### config.mk
export PLATFORM = sky130hd
export DESIGN_NAME = keyword_occurrence_counter
export DESIGN_NICKNAME = d
export VERILOG_FILES = /design/src/rtl/core/koc_pkg.sv /design/src/rtl/core/keyword_occurrence_counter.sv
export SDC_FILE = /design/constraint.sdc
export NUM_CORES = 1
export LEC_CHECK = 0
export ABC_CLOCK_PERIOD_IN_PS = 5600
export BUFFER_PORTS_ARGS = -buffer_cell sky130_fd_sc_hd__buf_2
export CAP_MARGIN = 5
export CORE_MARGIN = 3
export CORE_UTILIZATION = 60
export CTS_BUF_LIST = sky130_fd_sc_hd__clkbuf_4 sky130_fd_sc_hd__clkbuf_8 sky130_fd_sc_hd__clkbuf_16
export CTS_CLUSTER_SIZE = 30
export DETAILED_ROUTE_END_ITERATION = 12
export PLACE_DENSITY = 0.77
export SLEW_MARGIN = 25
export SYNTH_ARGS = -nofsm -noshare
export SYNTH_HDL_FRONTEND = slang
export SYNTH_SLANG_ARGS = --single-unit
### constraint.sdc
create_clock -name i_clk -period 5.6 [get_ports i_clk]
set_input_delay 0.28 -clock i_clk [delete_from_list [all_inputs] [get_ports i_clk]]
set_output_delay 0.28 -clock i_clk [all_outputs]
set_load 0.005 [all_outputs]
### src/rtl/core/koc_pkg.sv
// Package for the keyword occurrence counter: sizes, command codes, states and keyword table.
package koc_pkg;

    localparam int NUM_KEYWORDS = 9;
    localparam int COUNT_WIDTH  = 32;
    localparam int KW_SLOTS     = 9;
    localparam int KW_MAXLEN    = 8;
    localparam int PROG_W       = $clog2(KW_MAXLEN);
    localparam int LEN_W        = $clog2(KW_MAXLEN + 1);
    localparam int IDX_W        = (NUM_KEYWORDS > 1) ? $clog2(NUM_KEYWORDS) : 1;
    localparam int KWIDX_W      = 4;
    localparam int OCC_W        = 32;
    localparam logic [7:0] NEWLINE = 8'h0a;

    typedef enum logic [1:0] {
        CMD_TEXT   = 2'd0,
        CMD_REPORT = 2'd1,
        CMD_CLEAR  = 2'd2
    } t_cmd;

    typedef enum logic [1:0] {
        ST_IDLE,
        ST_SCAN,
        ST_EMIT
    } t_state;

    localparam logic [0:KW_SLOTS-1][0:KW_MAXLEN-1][7:0] KW_TEXT = '{
        '{"m", "a", "i", "n", 8'h00, 8'h00, 8'h00, 8'h00},
        '{"i", "n", "t", 8'h00, 8'h00, 8'h00, 8'h00, 8'h00},
        '{"#", "i", "n", "c", "l", "u", "d", "e"},
        '{"w", "h", "i", "l", "e", 8'h00, 8'h00, 8'h00},
        '{"r", "e", "t", "u", "r", "n", 8'h00, 8'h00},
        '{"s", "t", "r", "i", "n", "g", 8'h00, 8'h00},
        '{"b", "r", "e", "a", "k", 8'h00, 8'h00, 8'h00},
        '{"s", "t", "d", 8'h00, 8'h00, 8'h00, 8'h00, 8'h00},
        '{"i", "f", 8'h00, 8'h00, 8'h00, 8'h00, 8'h00, 8'h00}
    };

    localparam logic [0:KW_SLOTS-1][LEN_W-1:0] KW_LEN = '{
        LEN_W'(4), LEN_W'(3), LEN_W'(8), LEN_W'(5), LEN_W'(6),
        LEN_W'(6), LEN_W'(5), LEN_W'(3), LEN_W'(2)
    };

endpackage

### src/rtl/core/keyword_occurrence_counter.sv
// Keyword occurrence counter: nine parallel keyword matchers with saturating counts.
// A text byte is taken every cycle while no report stalls the input; matchers and counts
// update from its input register. A report stalls the input from its acceptance until its last
// item is loaded: it starts from its registered command, finds the most frequent keyword
// through one comparator, then loads one item per cycle while the output is not stalled.
// Synchronous reset clears all counts, matchers, valid flags and the report sequencer.
module keyword_occurrence_counter
    import koc_pkg::*;
(
    input  logic                   i_clk,
    input  logic                   i_rst_n,
    input  logic                   i_in_valid,
    output logic                   o_in_stall,
    input  logic [1:0]             i_command,
    input  logic [7:0]             i_text_byte,
    output logic                   o_out_valid,
    input  logic                   i_out_stall,
    output logic [KWIDX_W-1:0]     o_keyword_index,
    output logic [OCC_W-1:0]       o_occurrences,
    output logic                   o_is_most_frequent,
    output logic                   o_last_of_report
);

    localparam logic [IDX_W-1:0] LAST_IDX = IDX_W'(NUM_KEYWORDS - 1);

    logic                    r_in_vld;
    logic [1:0]              r_cmd;
    logic [7:0]              r_byte;
    logic                    r_pend, n_pend;
    t_state                  r_state, n_state;
    logic [IDX_W-1:0]        r_idx, n_idx;
    logic [IDX_W-1:0]        r_best, n_best;
    logic [COUNT_WIDTH-1:0]  r_best_cnt, n_best_cnt;
    logic [PROG_W-1:0]       r_prog [NUM_KEYWORDS];
    logic [PROG_W-1:0]       n_prog [NUM_KEYWORDS];
    logic [COUNT_WIDTH-1:0]  r_cnt [NUM_KEYWORDS];
    logic [COUNT_WIDTH-1:0]  n_cnt [NUM_KEYWORDS];
    logic                    r_out_vld, n_out_vld;
    logic [KWIDX_W-1:0]      r_out_idx, n_out_idx;
    logic [OCC_W-1:0]        r_out_occ, n_out_occ;
    logic                    r_out_best, n_out_best;
    logic                    r_out_last, n_out_last;

    logic                              in_acc;
    logic                              out_free;
    logic [COUNT_WIDTH-1:0]            cnt_sel;
    logic [COUNT_WIDTH+OCC_W-1:0]      cnt_ext;
    logic [OCC_W-1:0]                  occ_sat;

    assign in_acc     = i_in_valid && !r_pend;
    assign o_in_stall = r_pend;
    assign out_free   = !r_out_vld || !i_out_stall;

    assign cnt_sel = r_cnt[r_idx];
    assign cnt_ext = {OCC_W'(0), cnt_sel};
    assign occ_sat = (|cnt_ext[COUNT_WIDTH+OCC_W-1:OCC_W]) ? '1 : cnt_ext[OCC_W-1:0];

    always_comb begin
        for (int k = 0; k < NUM_KEYWORDS; k++) begin
            n_prog[k] = r_prog[k];
            n_cnt[k]  = r_cnt[k];
            if (r_in_vld && r_cmd == CMD_CLEAR) begin
                n_prog[k] = '0;
                n_cnt[k]  = '0;
            end else if (r_in_vld && r_cmd == CMD_TEXT) begin
                if (r_byte == NEWLINE) begin
                    n_prog[k] = '0;
                end else if (KW_TEXT[k][r_prog[k]] == r_byte) begin
                    if (LEN_W'(r_prog[k]) + LEN_W'(1) == KW_LEN[k]) begin
                        n_prog[k] = '0;
                        if (r_cnt[k] != '1) begin
                            n_cnt[k] = r_cnt[k] + COUNT_WIDTH'(1);
                        end
                    end else begin
                        n_prog[k] = r_prog[k] + PROG_W'(1);
                    end
                end else begin
                    n_prog[k] = (KW_TEXT[k][0] == r_byte) ? PROG_W'(1) : '0;
                end
            end
        end
    end

    always_comb begin
        n_state    = r_state;
        n_pend     = r_pend;
        n_idx      = r_idx;
        n_best     = r_best;
        n_best_cnt = r_best_cnt;
        n_out_vld  = r_out_vld && i_out_stall;
        n_out_idx  = r_out_idx;
        n_out_occ  = r_out_occ;
        n_out_best = r_out_best;
        n_out_last = r_out_last;
        if (in_acc && i_command == CMD_REPORT) begin
            n_pend = 1'b1;
        end
        unique case (r_state)
            ST_IDLE: begin
                if (r_in_vld && r_cmd == CMD_REPORT) begin
                    n_best     = '0;
                    n_best_cnt = r_cnt[0];
                    if (NUM_KEYWORDS == 1) begin
                        n_idx   = '0;
                        n_state = ST_EMIT;
                    end else begin
                        n_idx   = IDX_W'(1);
                        n_state = ST_SCAN;
                    end
                end
            end
            ST_SCAN: begin
                if (cnt_sel > r_best_cnt) begin
                    n_best     = r_idx;
                    n_best_cnt = cnt_sel;
                end
                if (r_idx == LAST_IDX) begin
                    n_idx   = '0;
                    n_state = ST_EMIT;
                end else begin
                    n_idx = r_idx + IDX_W'(1);
                end
            end
            ST_EMIT: begin
                if (out_free) begin
                    n_out_vld  = 1'b1;
                    n_out_idx  = KWIDX_W'(r_idx);
                    n_out_occ  = occ_sat;
                    n_out_best = (r_idx == r_best);
                    n_out_last = (r_idx == LAST_IDX);
                    if (r_idx == LAST_IDX) begin
                        n_state = ST_IDLE;
                        n_pend  = 1'b0;
                    end else begin
                        n_idx = r_idx + IDX_W'(1);
                    end
                end
            end
            default: begin
                n_state = ST_IDLE;
            end
        endcase
    end

    always_ff @(posedge i_clk) begin
        if (!i_rst_n) begin
            r_state   <= ST_IDLE;
            r_in_vld  <= 1'b0;
            r_pend    <= 1'b0;
            r_out_vld <= 1'b0;
            for (int k = 0; k < NUM_KEYWORDS; k++) begin
                r_prog[k] <= '0;
                r_cnt[k]  <= '0;
            end
        end else begin
            r_state   <= n_state;
            r_in_vld  <= in_acc;
            r_pend    <= n_pend;
            r_out_vld <= n_out_vld;
            for (int k = 0; k < NUM_KEYWORDS; k++) begin
                r_prog[k] <= n_prog[k];
                r_cnt[k]  <= n_cnt[k];
            end
        end
    end

    always_ff @(posedge i_clk) begin
        if (in_acc) begin
            r_cmd  <= i_command;
            r_byte <= i_text_byte;
        end
        r_idx      <= n_idx;
        r_best     <= n_best;
        r_best_cnt <= n_best_cnt;
        r_out_idx  <= n_out_idx;
        r_out_occ  <= n_out_occ;
        r_out_best <= n_out_best;
        r_out_last <= n_out_last;
    end

    assign o_out_valid        = r_out_vld;
    assign o_keyword_index    = r_out_idx;
    assign o_occurrences      = r_out_occ;
    assign o_is_most_frequent = r_out_best;
    assign o_last_of_report   = r_out_last;

`ifndef ASSERT_OFF
    a_busy_stalls: assert property (@(posedge i_clk) disable iff (!i_rst_n)
        (r_state != ST_IDLE) |-> r_pend)
        else $error("Report sequencer active without input stall.");

    a_last_index: assert property (@(posedge i_clk) disable iff (!i_rst_n)
        (o_out_valid && o_last_of_report) |-> (o_keyword_index == KWIDX_W'(NUM_KEYWORDS - 1)))
        else $error("Last item of a report carries the wrong keyword index.");

    a_clear_done: assert property (@(posedge i_clk) disable iff (!i_rst_n)
        (r_in_vld && r_cmd == CMD_CLEAR) |=> (r_cnt[0] == '0 && r_prog[0] == '0))
        else $error("Clear did not reset the first count and matcher.");

    a_pend_cause: assert property (@(posedge i_clk) disable iff (!i_rst_n)
        $rose(r_pend) |-> ($past(i_in_valid) && $past(i_command) == CMD_REPORT))
        else $error("Input stall raised without an accepted report item.");
`endif

endmodule
==> impl_summary.log <==
INFO  metric initial_utilization = 61.6%
INFO  metric hpwlAfterDp = 52,700 um
INFO  metric route.antenna.remaining_nets = 0
INFO  metric topRoutingLayerUsed = met5
INFO  metric place_worst_setup_slack = 1.19 ns
INFO  metric cts_inserted_buffers = 45
INFO  metric drcViolationCount = 0
INFO  metric report.final.setup_viol = 0
INFO  metric synth.cells.most_frequent = dfxtp_1, nor2_1, nand2_1, nand3_1, xor2_1
INFO  metric max_fo_critical_path = 47
INFO  metric fin_tns_setup = 0 ns
INFO  metric synth.most_common_cell = dfxtp_1
INFO  metric crit_path_end_kind = flop
INFO  metric synth.ff_latch_count = 412
INFO  metric post_synth_main_area_contributors = dfxtp_1, edfxtp_1, mux4_2
INFO  metric postCtsSetupRepairBufs = 0
INFO  metric comb_power_share = 11.2%
INFO  metric cts_num_sinks = 412
INFO  metric detail_route.first_pass.iterations = 6
INFO  metric gp_congestion = 1.06
INFO  metric worst_skew_pair.late_latency = 0.59 ns
INFO  metric synth_warnings = 0
INFO  metric synth_largest_area_cell = dfxtp_1
INFO  metric max_slew.worst_pin.slew = 1.04 ns
INFO  metric clk_pin_slew_worst_paths = 0.06 ns
INFO  metric drive_gt1_share = 10.8%
INFO  metric routedLengthMet1 = 28,600 um
INFO  metric power_leakage = 9.01 nW
INFO  metric ff2ff_path_depth = 12
INFO  metric floorplan.die.height = 204 um
INFO  metric fmax = 223 MHz
INFO  metric report.final.hold_viol_count = 0
INFO  metric sw_frac_of_total = 26.8%
INFO  metric drv.max_cap_violation_count = 0
INFO  metric yosysTopAreaCellShare = 27.5%
INFO  metric max_slew_headroom = 30.5%
INFO  metric r2r_end = r_best_cnt[30]
INFO  metric boundaryPins = 54
INFO  metric placementRows = 71
INFO  metric grt_residual_overflow = 0
INFO  metric p_r_area_growth_vs_syn = 9.83%
INFO  metric synth_cells = 2,600
INFO  metric clock-skew-final = 0.0324 ns
INFO  metric number_of_antenna_violations_at_the_first_check_in_global_routing = 5
INFO  metric unrepaired_setup_endpoints_after_global_routing = false
INFO  metric groute.usage.overall = 33.8%
INFO  metric ff2ff_setup_slack = 1.12 ns
INFO  metric routedWlPerCell = 22.6 um
INFO  metric multi_input_area = 13,600 um^2
INFO  metric drt_wl_total = 71,300 um
INFO  metric startpoint_type = flop
INFO  metric fin_worst_hold_slack = 0.0326 ns
INFO  metric mappedNetlistArea = 23,500 um^2
INFO  metric dr_wl_met2 = 31,000 um
INFO  metric worst_hold_path_type = in2reg
INFO  metric seq_area_frac_synth = 38.8%
INFO  metric pwr_density_cell = 290 nW/um^2
INFO  metric period_minus_slack = 4.48 ns
INFO  metric whs_path_depth = 3
INFO  metric die_area = 41,700 um^2
INFO  metric syn-mean-instance-area = 9.06 um^2
INFO  metric power.total = 0.00751 W
INFO  metric first_global_vias = 18,900
INFO  metric switching_power = 0.00201 W
INFO  metric die_width = 204 um
INFO  metric synth-async-reset-ratio = 0%
INFO  metric root_driver = clkbuf_16
INFO  metric core-area = 38,200 um^2
INFO  metric port_buffers = 53
INFO  metric drt-vias-per-instance = 6.47
INFO  metric finish.instance_area = 25,900 um^2
INFO  metric seq_power_share = 47.3%
INFO  metric cp.arrival = 4.74 ns
INFO  metric critical_path_required = 5.86 ns
INFO  metric cts_tree = done
INFO  metric maximum_number_of_pins_on_one_net_before_global_route_repair = 234
INFO  metric n_fill_cell = 3,007
INFO  metric peakVddDrop = 229 uV
INFO  metric placedInstanceArea = 24,200 um^2
INFO  metric seqCellArea = 9140 um^2
INFO  metric route.met3.wl = 8510 um
INFO  metric htree_num_levels = 2
INFO  metric yosys.cell_types.count = 74
INFO  metric grt_first_pass_wirelength = 110,000 um
INFO  metric clock_tree.buffer_depth = 3
INFO  metric synth_fp_nets = 2,702
INFO  metric drt_iter0_drc = 2,530
INFO  metric post_cts_resize_count = 0
INFO  metric finalWorstSetupSlack = 1.12 ns
INFO  metric final-max-slew-violation-count = 0
INFO  metric period_share = 80.1%
INFO  metric final_nets = 2,702
INFO  metric min-delay-start = i_in_valid
INFO  metric synth_enable_flop_cells = 88
INFO  metric ys.flop_type = dfxtp_1
INFO  metric critical_path_class = reg2reg
INFO  metric power.internal = 0.00550 W
INFO  metric pwr-share-clk = 41.4%
INFO  metric via_total_after_detailed_routing = 20,400
INFO  metric result_of_the_run = completed
INFO  metric whs_endpoint = o_in_stall
[power by group through the flow]
stage          clock, W  sequential, W  combinational (W)
2_1_floorplan         0        0.00333           0.000855
3_3_place_gp          0        0.00361           0.000803
3_5_place_dp          0        0.00362           0.000822
4_1_cts         0.00314        0.00356           0.000834
5_1_grt         0.00325        0.00360           0.000897
6_report        0.00311        0.00355           0.000844
[per-stage QoR]
| step | instances | utilization [%] |
|---|---|---|
| 3_5_place_dp | 3052 | 63.2 |
| 4_1_cts | 3147 | 67.6 |
| 2_1_floorplan | 2600 | - |
| 5_1_grt | 3148 | 67.7 |
| 6_report | 3149 | 67.7 |
| 3_3_place_gp | 3052 | 63.2 |
[worst max-delay path, cell delays in order (launching register included)]
cell	delay [ns]
dfxtp_4	0.84
buf_4	0.38
mux4_2	0.32
mux2i_1	0.23
o21ai_0	0.19
ha_1	0.39
nand4_1	0.14
nor3_1	0.29
o21ai_0	0.16
o211ai_1	0.13
a211oi_1	0.14
nor2_4	0.50
buf_4	0.37
[worst max-delay path by stage]
stage	endpoint	slack, ns
2_1_floorplan	r_best[0]	0.56
3_3_place_gp	r_best_cnt[24]	1.26
3_5_place_dp	r_best_cnt[24]	1.19
4_1_cts	r_best_cnt[0]	1.10
5_1_grt	r_best_cnt[30]	0.82
6_report	r_best_cnt[30]	1.12
[layout by cell type, fill, tap and decap left out, types with 32 or more instances in the layout]
cell type  instances
inv_1             99
nand2_1          204
nand3_1          153
nand4_1          110
xor2_1           138
nor2_1           284
edfxtp_1          88
or3_1             57
a21oi_1          101
ha_1              88
mux2_2            32
xnor2_1           79
dfxtp_1          320
clkbuf_16         47
o21ai_0          105
buf_2             53
and3_1            60
nor3_1            59
mux4_2            64
nor4_1            42
mux2i_1           60
[metal layers]
metal  up-vias  global-route usage, %
li1       9447                      -
met1      9717                   46.3
met2      1049                   51.4
met3       171                   8.33
met4         4                   14.1
met5         -                      0
[repair_timing]
action,4_1_cts,5_1_grt
endpoints found under the hold margin,11,0
hold buffers,11,0
setup endpoints to repair,0,0
[state kept, by name, indices dropped and copies added (netlist names), named ones only]
register,flops
r_idx,4
r_best,4
o_in_stall,1
r_in_vld,1
r_state,2
r_cmd,2
o_out_valid,1
o_keyword_index,4
o_last_of_report,1
r_byte,8
o_occurrences,32
r_cnt,288
o_is_most_frequent,1
r_best_cnt,32
r_prog,27
[area by class of cell]
class | count | area share, %
clock buffer | 76 | 5.65
sequential | 412 | 35.3
multi-input combinational | 1955 | 52.5
tap | 511 | 2.47
clock inverter | 8 | 0.397
timing repair buffer | 86 | 2.22
inverter | 100 | 1.45
antenna | 1 | 0.00967
[cells by family after synthesis]
logic type,after synthesis,synth area share [%]
AOI/OAI and AO/OA,339,8.89
xor gates and xnor gates,217,8.07
adders and majority gates,88,4.68
buffers and inverters,233,3.85
DFF,412,38.8
muxes,156,10.2
and+or+nand+nor,1155,25.5
No activity file was read; power rests on OpenSTA's default activity.
